===== config.mk =====
export PLATFORM = sky130hd
export DESIGN_NAME = sorted_priority_queue
export DESIGN_NICKNAME = d
export VERILOG_FILES = /design/src/sv/spq_pkg.sv /design/src/sv/sorted_priority_queue.sv /design/src/sv/spq_cell.sv
export VERILOG_INCLUDE_DIRS = /design/src /design/src/sv
export SDC_FILE = /design/constraint.sdc
export NUM_CORES = 2
export LEC_CHECK = 0
export BUFFER_PORTS_ARGS = -buffer_cell sky130_fd_sc_hd__buf_2
export CAP_MARGIN = 40
export CELL_PAD_IN_SITES_DETAIL_PLACEMENT = 2
export CELL_PAD_IN_SITES_GLOBAL_PLACEMENT = 2
export CORE_MARGIN = 10
export CORE_UTILIZATION = 46
export CTS_BUF_LIST = sky130_fd_sc_hd__clkbuf_2 sky130_fd_sc_hd__clkbuf_4 sky130_fd_sc_hd__clkbuf_8
export CTS_CLUSTER_DIAMETER = 60
export DETAILED_ROUTE_END_ITERATION = 7
export PLACE_DENSITY = 0.94
export SLEW_MARGIN = 20
export SYNTH_ARGS = -nofsm -noshare
export SYNTH_HDL_FRONTEND = slang
export SYNTH_SLANG_ARGS = --single-unit

===== constraint.sdc =====
create_clock -name clk -period 8.9 [get_ports clk]
set_input_delay 0.445 -clock clk [delete_from_list [all_inputs] [get_ports clk]]
set_output_delay 0.445 -clock clk [all_outputs]
set_load 0.01 [all_outputs]

===== src/sv/sorted_priority_queue_macros.svh =====
// assertion macros shared by the sorted priority queue modules
`ifndef SORTED_PRIORITY_QUEUE_MACROS_SVH
`define SORTED_PRIORITY_QUEUE_MACROS_SVH

// condition must hold at every rising clock edge outside reset
`define SPQ_ASSERT(label, cond, msg) \
	label: assert property (@(posedge clk) disable iff (!arst_n) (cond)) else $error(msg);

// antecedent implies consequent in the same cycle
`define SPQ_ASSERT_IMP(label, ante, cons, msg) \
	label: assert property (@(posedge clk) disable iff (!arst_n) (ante) |-> (cons)) \
		else $error(msg);

`endif


===== src/sv/spq_pkg.sv =====
// types, codes and constants of the sorted priority queue
`default_nettype none
package spq_pkg;

	localparam int DEPTH_DEF = 16;
	localparam int PRIO_W    = 15;
	localparam int REQ_W     = 16;
	localparam int TAG_W     = 16;
	localparam int CMD_W     = 2;
	localparam int ST_W      = 2;
	localparam int IN_W      = 40;

	localparam logic [CMD_W-1:0] CMD_INSERT = 2'd0;
	localparam logic [CMD_W-1:0] CMD_REMOVE = 2'd1;
	localparam logic [CMD_W-1:0] CMD_NOP    = 2'd2;

	localparam logic [ST_W-1:0] ST_OK      = 2'd0;
	localparam logic [ST_W-1:0] ST_FULL    = 2'd1;
	localparam logic [ST_W-1:0] ST_BADPRIO = 2'd2;
	localparam logic [ST_W-1:0] ST_EMPTY   = 2'd3;

	typedef struct packed {
		logic              occ;
		logic [PRIO_W-1:0] prio;
		logic [TAG_W-1:0]  tag;
	} entry_t;

	typedef struct packed {
		logic ins;
		logic rem;
	} ctl_t;

endpackage
`default_nettype wire


===== src/sv/sorted_priority_queue.sv =====
// top level of the sorted priority queue: command decode, cell chain, result register
// Usage:
//   s_* carries commands: insert (priority, tag), remove head, or status read.
//   m_* carries one result item per command: status, head entry and count
//   after the command has taken effect.
//   The queue is a chain of DEPTH cells; on an insert each cell compares its
//   priority with the new one and keeps, takes the new entry or takes its
//   upper neighbor's entry; a remove shifts every cell up by one.
//   The result of an accepted command is registered and shows on m_* in the next cycle.
//   Throughput: one command per cycle while s_tready stays high.
//   A result waiting in the output register does not stop a new command
//   as long as the receiver takes it in the same cycle; when m_tready is low
//   with a result pending, s_tready drops and the queue holds its state.
//   Reset clears every occupied flag and the count, so the queue starts empty
//   with no result pending; stored priorities and tags are not cleared.
`default_nettype none
`include "sorted_priority_queue_macros.svh"
module sorted_priority_queue
	import spq_pkg::*;
#(
	parameter int DEPTH = DEPTH_DEF,
	localparam int CNT_W = $clog2(DEPTH + 1),
	localparam int OUT_W = ((ST_W + 1 + PRIO_W + TAG_W + CNT_W + 7) / 8) * 8
) (
	input  wire logic             clk,
	input  wire logic             arst_n,
	input  wire logic             s_tvalid,
	output logic                  s_tready,
	// command, priority_req, payload_tag
	input  wire logic [IN_W-1:0]  s_tdata,
	output logic                  m_tvalid,
	input  wire logic             m_tready,
	// status, head_valid, head_priority, head_tag, entry_count
	output logic [OUT_W-1:0]      m_tdata
);

	localparam int PAD_W = OUT_W - (ST_W + 1 + PRIO_W + TAG_W + CNT_W);

	logic [CMD_W-1:0] command;
	logic [REQ_W-1:0] priority_req;
	logic [TAG_W-1:0] payload_tag;
	logic             accept;
	logic             full;
	logic             empty;
	ctl_t             ctl;
	logic [ST_W-1:0]  status;
	logic [CNT_W-1:0] count_q;
	logic [CNT_W-1:0] count_nxt;
	logic             m_tvalid_q;
	logic [OUT_W-1:0] m_tdata_q;
	logic [DEPTH-1:0] occ_vec;

	entry_t cur_w  [DEPTH];
	entry_t nxt_w  [DEPTH];
	entry_t prev_w [DEPTH];
	entry_t next_w [DEPTH];
	logic   keep_w [DEPTH];
	logic   pkeep_w[DEPTH];

	assign command      = s_tdata[CMD_W-1:0];
	assign priority_req = s_tdata[CMD_W +: REQ_W];
	assign payload_tag  = s_tdata[CMD_W + REQ_W +: TAG_W];

	assign s_tready = !m_tvalid_q || m_tready;
	assign accept   = s_tvalid && s_tready;
	assign full     = (count_q == CNT_W'(DEPTH));
	assign empty    = (count_q == '0);

	always_comb begin
		status    = ST_OK;
		ctl       = '{ins: 1'b0, rem: 1'b0};
		count_nxt = count_q;
		case (command)
			CMD_INSERT: begin
				if (priority_req[REQ_W-1]) begin
					status = ST_BADPRIO;
				end else if (full) begin
					status = ST_FULL;
				end else begin
					ctl.ins   = accept;
					count_nxt = count_q + CNT_W'(1);
				end
			end
			CMD_REMOVE: begin
				if (empty) begin
					status = ST_EMPTY;
				end else begin
					ctl.rem   = accept;
					count_nxt = count_q - CNT_W'(1);
				end
			end
			default: begin
				status = ST_OK;
			end
		endcase
	end

	for (genvar i = 0; i < DEPTH; i++) begin : g_cell
		if (i == 0) begin : g_first
			assign prev_w[i]  = '0;
			assign pkeep_w[i] = 1'b1;
		end else begin : g_mid
			assign prev_w[i]  = cur_w[i-1];
			assign pkeep_w[i] = keep_w[i-1];
		end
		if (i == DEPTH - 1) begin : g_last
			assign next_w[i] = '0;
		end else begin : g_inner
			assign next_w[i] = cur_w[i+1];
		end
		assign occ_vec[i] = cur_w[i].occ;

		spq_cell u_cell (
			.clk       (clk),
			.arst_n    (arst_n),
			.ctl       (ctl),
			.new_prio  (priority_req[PRIO_W-1:0]),
			.new_tag   (payload_tag),
			.prev      (prev_w[i]),
			.prev_keep (pkeep_w[i]),
			.next      (next_w[i]),
			.cur       (cur_w[i]),
			.keep      (keep_w[i]),
			.nxt       (nxt_w[i])
		);
	end

	always_ff @(posedge clk or negedge arst_n) begin
		if (!arst_n) begin
			count_q    <= '0;
			m_tvalid_q <= 1'b0;
		end else begin
			if (accept) begin
				count_q    <= count_nxt;
				m_tvalid_q <= 1'b1;
			end else if (m_tready) begin
				m_tvalid_q <= 1'b0;
			end
		end
	end

	always_ff @(posedge clk) begin
		if (accept) begin
			m_tdata_q <= {
				{PAD_W{1'b0}},
				count_nxt,
				nxt_w[0].occ ? nxt_w[0].tag : {TAG_W{1'b0}},
				nxt_w[0].occ ? nxt_w[0].prio : {PRIO_W{1'b0}},
				nxt_w[0].occ,
				status
			};
		end
	end

	assign m_tvalid = m_tvalid_q;
	assign m_tdata  = m_tdata_q;

	`SPQ_ASSERT(a_count_occ, $countones(occ_vec) == int'(count_q), "count disagrees with slots")
	`SPQ_ASSERT(a_count_max, count_q <= CNT_W'(DEPTH), "count above depth")

endmodule
`default_nettype wire


===== src/sv/spq_cell.sv =====
// one slot of the sorted list: keeps, takes the new entry or shifts from a neighbor
`default_nettype none
`include "sorted_priority_queue_macros.svh"
module spq_cell
	import spq_pkg::*;
(
	input  wire logic              clk,
	input  wire logic              arst_n,
	input  wire ctl_t              ctl,
	input  wire logic [PRIO_W-1:0] new_prio,
	input  wire logic [TAG_W-1:0]  new_tag,
	input  wire entry_t            prev,
	input  wire logic              prev_keep,
	input  wire entry_t            next,
	output entry_t                 cur,
	output logic                   keep,
	output entry_t                 nxt
);

	logic              occ_q;
	logic [PRIO_W-1:0] prio_q;
	logic [TAG_W-1:0]  tag_q;

	assign cur  = '{occ: occ_q, prio: prio_q, tag: tag_q};
	assign keep = occ_q && (prio_q >= new_prio);

	always_comb begin
		nxt = cur;
		if (ctl.ins) begin
			if (keep) begin
				nxt = cur;
			end else if (prev_keep) begin
				nxt = '{occ: 1'b1, prio: new_prio, tag: new_tag};
			end else begin
				nxt = prev;
			end
		end else if (ctl.rem) begin
			nxt = next;
		end
	end

	always_ff @(posedge clk or negedge arst_n) begin
		if (!arst_n) begin
			occ_q <= 1'b0;
		end else begin
			occ_q <= nxt.occ;
		end
	end

	always_ff @(posedge clk) begin
		prio_q <= nxt.prio;
		tag_q  <= nxt.tag;
	end

	// list stays packed toward the head and sorted
	`SPQ_ASSERT_IMP(a_packed, next.occ, occ_q, "occupied slot behind an empty one")
	`SPQ_ASSERT_IMP(a_sorted, next.occ, prio_q >= next.prio, "slot order broken")

endmodule
`default_nettype wire


==> results.md, run 1 <==
- Pre-CTS setup slack: 4.40 ns
- Status: aborted with a tool error
- Cells after synthesis: 3568
- Mean Syn Cell Area: approximately 9.8 µm²
- Chip width: a little under 300 µm
- EDFF count, synth: 504
- Largest net degree at the start of global routing: 250
- Htree depth: 3
- Die Ht: 295 µm
- Final GP Congestion: 0.858
- Longest Clk Path Bufs: 3
- Number of synthesized register bits: around 560
- Rows: 100
- Fail Step: global routing
- Syn. warnings: 0
- CTS buffer count: about 100
- Port Buffers: 78
- Yosys cell types: 59
- Asr flop ratio synth: 3.95%
- Clock Root Buffer: clkbuf_8
- Syn nets: 3854
- GRT Residual Overflow: 8
- HPWL Detailed: a little over 100000 µm
- Synth Flop Type: edfxtp_1
- Post-Syn Area: 0.0348 mm²
- GRT Total Usage: 72.4%
- Initial antenna violation count: 36
- Initial Utilization: 46.6%
- I/O pins: 86
- Seq/Total Area, Yosys: 46.8%
- Sink Count: 557
- # resized after CTS: 0
- Tool error: [ERROR GRT-0232] Routing congestion too high. Check the congestion heatmap in the GUI.
## synthesized netlist by cell type, drive strengths merged, types with 3 or more instances
cell	instances	area share, %
edfxtp	504	43
o21ai	456	6.6
nand2	402	4.3
nor2	345	3.7
a21oi	337	4.8
ha	242	8.7
clkbuf	215	2.3
a31oi	190	3.4
mux2i	127	3.7
o221a	124	4.0
buf	104	1.7
inv	72	0.78
or3	50	0.90
a211oi	47	1.5
nand3	43	0.62
o221ai	35	0.88
mux2	33	1.1
a221oi	31	0.78
dfxtp	31	1.8
dfrtp	22	1.6
nor2b	22	0.40
a21o	15	0.32
and4	15	0.38
and3	11	0.20
nand4	11	0.20
or2	11	0.20
o211ai	9	0.19
a22oi	8	0.17
a211o	7	0.18
nand2b	7	0.13
o21a	6	0.13
a311oi	5	0.13
a41oi	5	0.13
a221o	4	0.11
a32oi	4	0.10
o31ai	3	0.10
## repair_timing
item / 4_1_cts
endpoints found under the hold margin: 23
setup buffers: 0
hold buffers: 2
## per-layer routing
metal,track usage [%],GRT overflow
met1,69.9,0
met2,85.3,2
met3,65.6,0
met4,69.2,6
met5,39.7,0
## through the flow
| step | area (µm²) | instances | util [%] | hold WS [ns] |
|---|---|---|---|---|
| floorplan | 34800 | 3568 | - | 0.149 |
| global placement | 35700 | 4365 | 47.8 | 0.505 |
| detailed placement | 36000 | 4379 | 48.2 | 0.541 |
| CTS | 38200 | 4572 | 51.1 | 0.0242 |
## kinds of logic after synthesis
family                   Yosys count  synth area share, %
flip-flops                       557                 46.8
other                              1               0.0108
AND/OR/NAND/NOR                  921                 11.2
buffers and inverters            391                 4.78
XOR/XNOR                           2               0.0503
multiplexers                     160                 4.72
adder cells (fa/ha/maj)          242                 8.70
AO/OA/AOI/OAI                   1294                 23.7
==> run 2, diff against run 1 <==
--- a/config.mk
+++ b/config.mk
@@ -8,14 +8,10 @@
 export LEC_CHECK = 0
 export BUFFER_PORTS_ARGS = -buffer_cell sky130_fd_sc_hd__buf_2
 export CAP_MARGIN = 40
-export CELL_PAD_IN_SITES_DETAIL_PLACEMENT = 2
-export CELL_PAD_IN_SITES_GLOBAL_PLACEMENT = 2
 export CORE_MARGIN = 10
-export CORE_UTILIZATION = 46
-export CTS_BUF_LIST = sky130_fd_sc_hd__clkbuf_2 sky130_fd_sc_hd__clkbuf_4 sky130_fd_sc_hd__clkbuf_8
-export CTS_CLUSTER_DIAMETER = 60
+export CORE_UTILIZATION = 40
 export DETAILED_ROUTE_END_ITERATION = 7
-export PLACE_DENSITY = 0.94
+export PLACE_DENSITY_LB_ADDON = 0.15
 export SLEW_MARGIN = 20
 export SYNTH_ARGS = -nofsm -noshare
 export SYNTH_HDL_FRONTEND = slang
==> run 2 against run 1 <==
Net effect: the run now ends clean; synthesized area unchanged; synthesized cell count stayed put.
==> results.md, run 2 <==
- Status: finished clean
- Synth Flop Type: edfxtp_1
- # Max-Cap Violations: 0
- Cells after synthesis: between 3000 and 4000
- Final GP Congestion: 0.804
- GRT Total Usage: 20.3%
- Clock Root Buffer: clkbuf_16
- Crit path from: count_q[0]
- First-pass GRT wire length: 162000 µm
- Clock Latency Late Sink: 0.61 ns
- Critical path depth: 11
- Hold_ws: 0.0509 ns
- Share of layout cells above drive strength 1: 13.3%
- NetSw: 0.00280 W
- Final wirelength: 104000 µm
- Final core utilization: 44.4%
- Crit path capture type: flip-flop
- Rows: 108
- Top cells by area, synth: edfxtp_1 43%, ha_1 8.7%, o21ai_0 6.4%, a21oi_1 4.8%, nand2_1 4.3%
- Worst setup margin: between 4 and 5 ns
- Commonest non-fill, non-tap cell in the layout: edfxtp_1
- Worst Clk Skew: 0.0202 ns
- GRT Residual Overflow: 0
- Post-CTS Setup Bufs: 0
- Full die area: 0.0993 mm²
- Worst R2R Start: count_q[0]
- Max reg flops: 256
- FF-to-FF setup slack: 4.74 ns
- CTS tree: built
- HPWL Detailed: 72000 µm
- Final period utilization: approximately 47%
- Fin. Hold Viols: 0
- FMAX: 240 MHz
- Post-CTS Hold Buffers: 1
- Reg2reg path depth: 11
- Crit Path Class: reg2reg
- Pre-CTS setup slack: 4.69 ns
- Number of synthesized register bits: around 560
- Final setup viols: 0
- Longest Clk Path Bufs: 3
- DRC Markers: 0
- Initial antenna violation count: 1
- Area Growth Syn to Fin: 10.4%
- Die Ht: between 300 and 400 µm
- Port Buffers: slightly below 80
- Syn. warnings: 0
- Power per Cell Area: 215 mW/mm²
- Syn nets: 3854
- Chip width: 315 µm
- Lkg Pwr: 14.6 nW
- Post-Syn Area: around 0.035 mm²
- CTS clk-pin slew, worst paths: 0.06 ns
- Worst setup SP type: flip-flop
- Nets: around 3800
- # resized after CTS: 0
- Clock power frac: between 30% and 40%
- Int Power: 0.00544 W
- Slowest CP cell: buf_12
- Crit path DAT: 4.45 ns
- Antenna Nets Post-Route: 0
- Seq/Total Area, Yosys: around 47%
- Wire per inst: 22.1 µm
- Dominant cell type by area after synthesis: edfxtp_1
- Worst Max-Slew Pin Slew: 1.09 ns
- CTS buffer count: 66
- Combinational Power Share: 26.6%
- Largest net degree at the start of global routing: 219
- Post-route minimum period: 4.16 ns
- Core ar.: 0.0866 mm²
- EDFF count, synth: 504
- Initial Utilization: approximately two fifths
- Yosys cell types: just under 60
- Worst VDD drop: 0.000264 V
- Slew Limit Headroom: 27.2%
- Reg2reg end: g_cell[15].u_cell.tag_q[12]
- Largest register by flop count: g_cell.u_cell.tag_q
- CP Data Required Time: 9.19 ns
- RSZ-0062 raised after global routing: false
- Crit-path cells: inv_1 -> ha_1 -> or3b_1 -> o21ai_2 -> buf_4 -> nor2_4 -> buf_4 -> buf_12 -> nor2_1 -> nor2_4 -> buf_12
- Tightest Hold Check Type: in2reg
- Asr flop ratio synth: 3.95%
- CP max stage delay: 0.54 ns
- Crit path to: g_cell[15].u_cell.tag_q[12]
- Vias in the first global route: approximately 26000
- Family with the most delay on the worst path: buffers and inverters
- CP Max Fanout: 144
- Via Count: 27800
- Initial DRC count: 2636
- Mean Syn Cell Area: 9.76 µm²
- Most frequent cells in the layout: 504 x edfxtp_1, 441 x o21ai_0, 402 x nand2_1
- DRT Pass-1 Iters: 7
- Switching share of power: 34.0%
- Post-synth top area share: between 40% and 50%
- Most numerous cell in the Yosys netlist: edfxtp_1
- Max-slew violations: 0
- Synth top cells by count: 504 x edfxtp_1, 448 x o21ai_0, 402 x nand2_1
- Sink Count: 557
- DR vias/cell: 5.91
- Setup TNS: 0 ns
- Sequential Power Share: a little over two fifths
- Htree depth: 3
- Buf/Inv on CP: 5
- Design Area, Final: 0.0384 mm²
- Placed cell areas: between 0.03 and 0.04 mm²
- I/O pins: 86
[run 2: cell counts after synthesis]
Identical to the previous run, type by type.
[run 2: worst min path at each step]
| stage | to | slack, ns | cells past startpoint | startpoint |
|---|---|---|---|---|
| 3_3_place_gp | m_tvalid | 0.52 | 2 | m_tvalid |
| 6_report | m_tvalid | 0.05 | 2 | s_tvalid |
| 4_1_cts | m_tvalid | 0.02 | 2 | s_tvalid |
| 3_5_place_dp | m_tvalid | 0.52 | 2 | m_tvalid |
| 2_1_floorplan | count_q[0] | 0.15 | 0 | arst_n |
| 5_1_grt | m_tvalid | 0.05 | 2 | s_tvalid |
[run 2: metal layers]
layer / up-vias / track usage, % / share of wire (%)
met1: 13500 / 30.6 / 49
met4: 0 / 4.29 / 1.4
met3: 81 / 2.53 / 6.0
met5: - / 0 / 0
li1: 13400 / - / -
met2: 856 / 30.7 / 44
[run 2: cell type report]
| cell class | instances | area, µm² |
|---|---|---|
| diodes | 1 | 2.50 |
| well taps | 1155 | 1450 |
| fillers | 8243 | 48200 |
| clock buffers | 106 | 1890 |
| inverters | 72 | 270 |
| repair buffers | 173 | 1420 |
| clock inverters | 12 | 124 |
| flip-flops and latches | 557 | 16300 |
| multi-input cells | 2620 | 17000 |
[run 2: kinds of logic (layout without fill, tap and decap cells)]
logic type               after synthesis  count (layout)  share of synthesized area, %
AO/OA/AOI/OAI                       1294            1294                          23.7
XOR/XNOR                               2               2                        0.0503
adder cells (fa/ha/maj)              242             242                          8.70
buffers and inverters                391             363                          4.78
flip-flops                           557             557                          46.8
multiplexers                         160             160                          4.72
other                                  1               2                        0.0108
AND/OR/NAND/NOR                      921             921                          11.2
[run 2: per-stage QoR]
stage          total power [W]  cells
2_1_floorplan          0.00493   3568
3_5_place_dp           0.00568   4574
6_report               0.00825   4696
3_3_place_gp           0.00558   4559
5_1_grt                0.00867   4695
4_1_cts                0.00831   4693
[run 2: power by group through the flow]
stage                     clock (W)  sequential [W]  combinational [W]
after global routing        0.00277         0.00348            0.00242
after detailed placement          0         0.00349            0.00219
final                       0.00261         0.00344            0.00219
after global placement            0         0.00352            0.00206
after CTS                   0.00268         0.00344            0.00220
after floorplan                   0         0.00343            0.00150
Power figures use the tool's default switching activity.
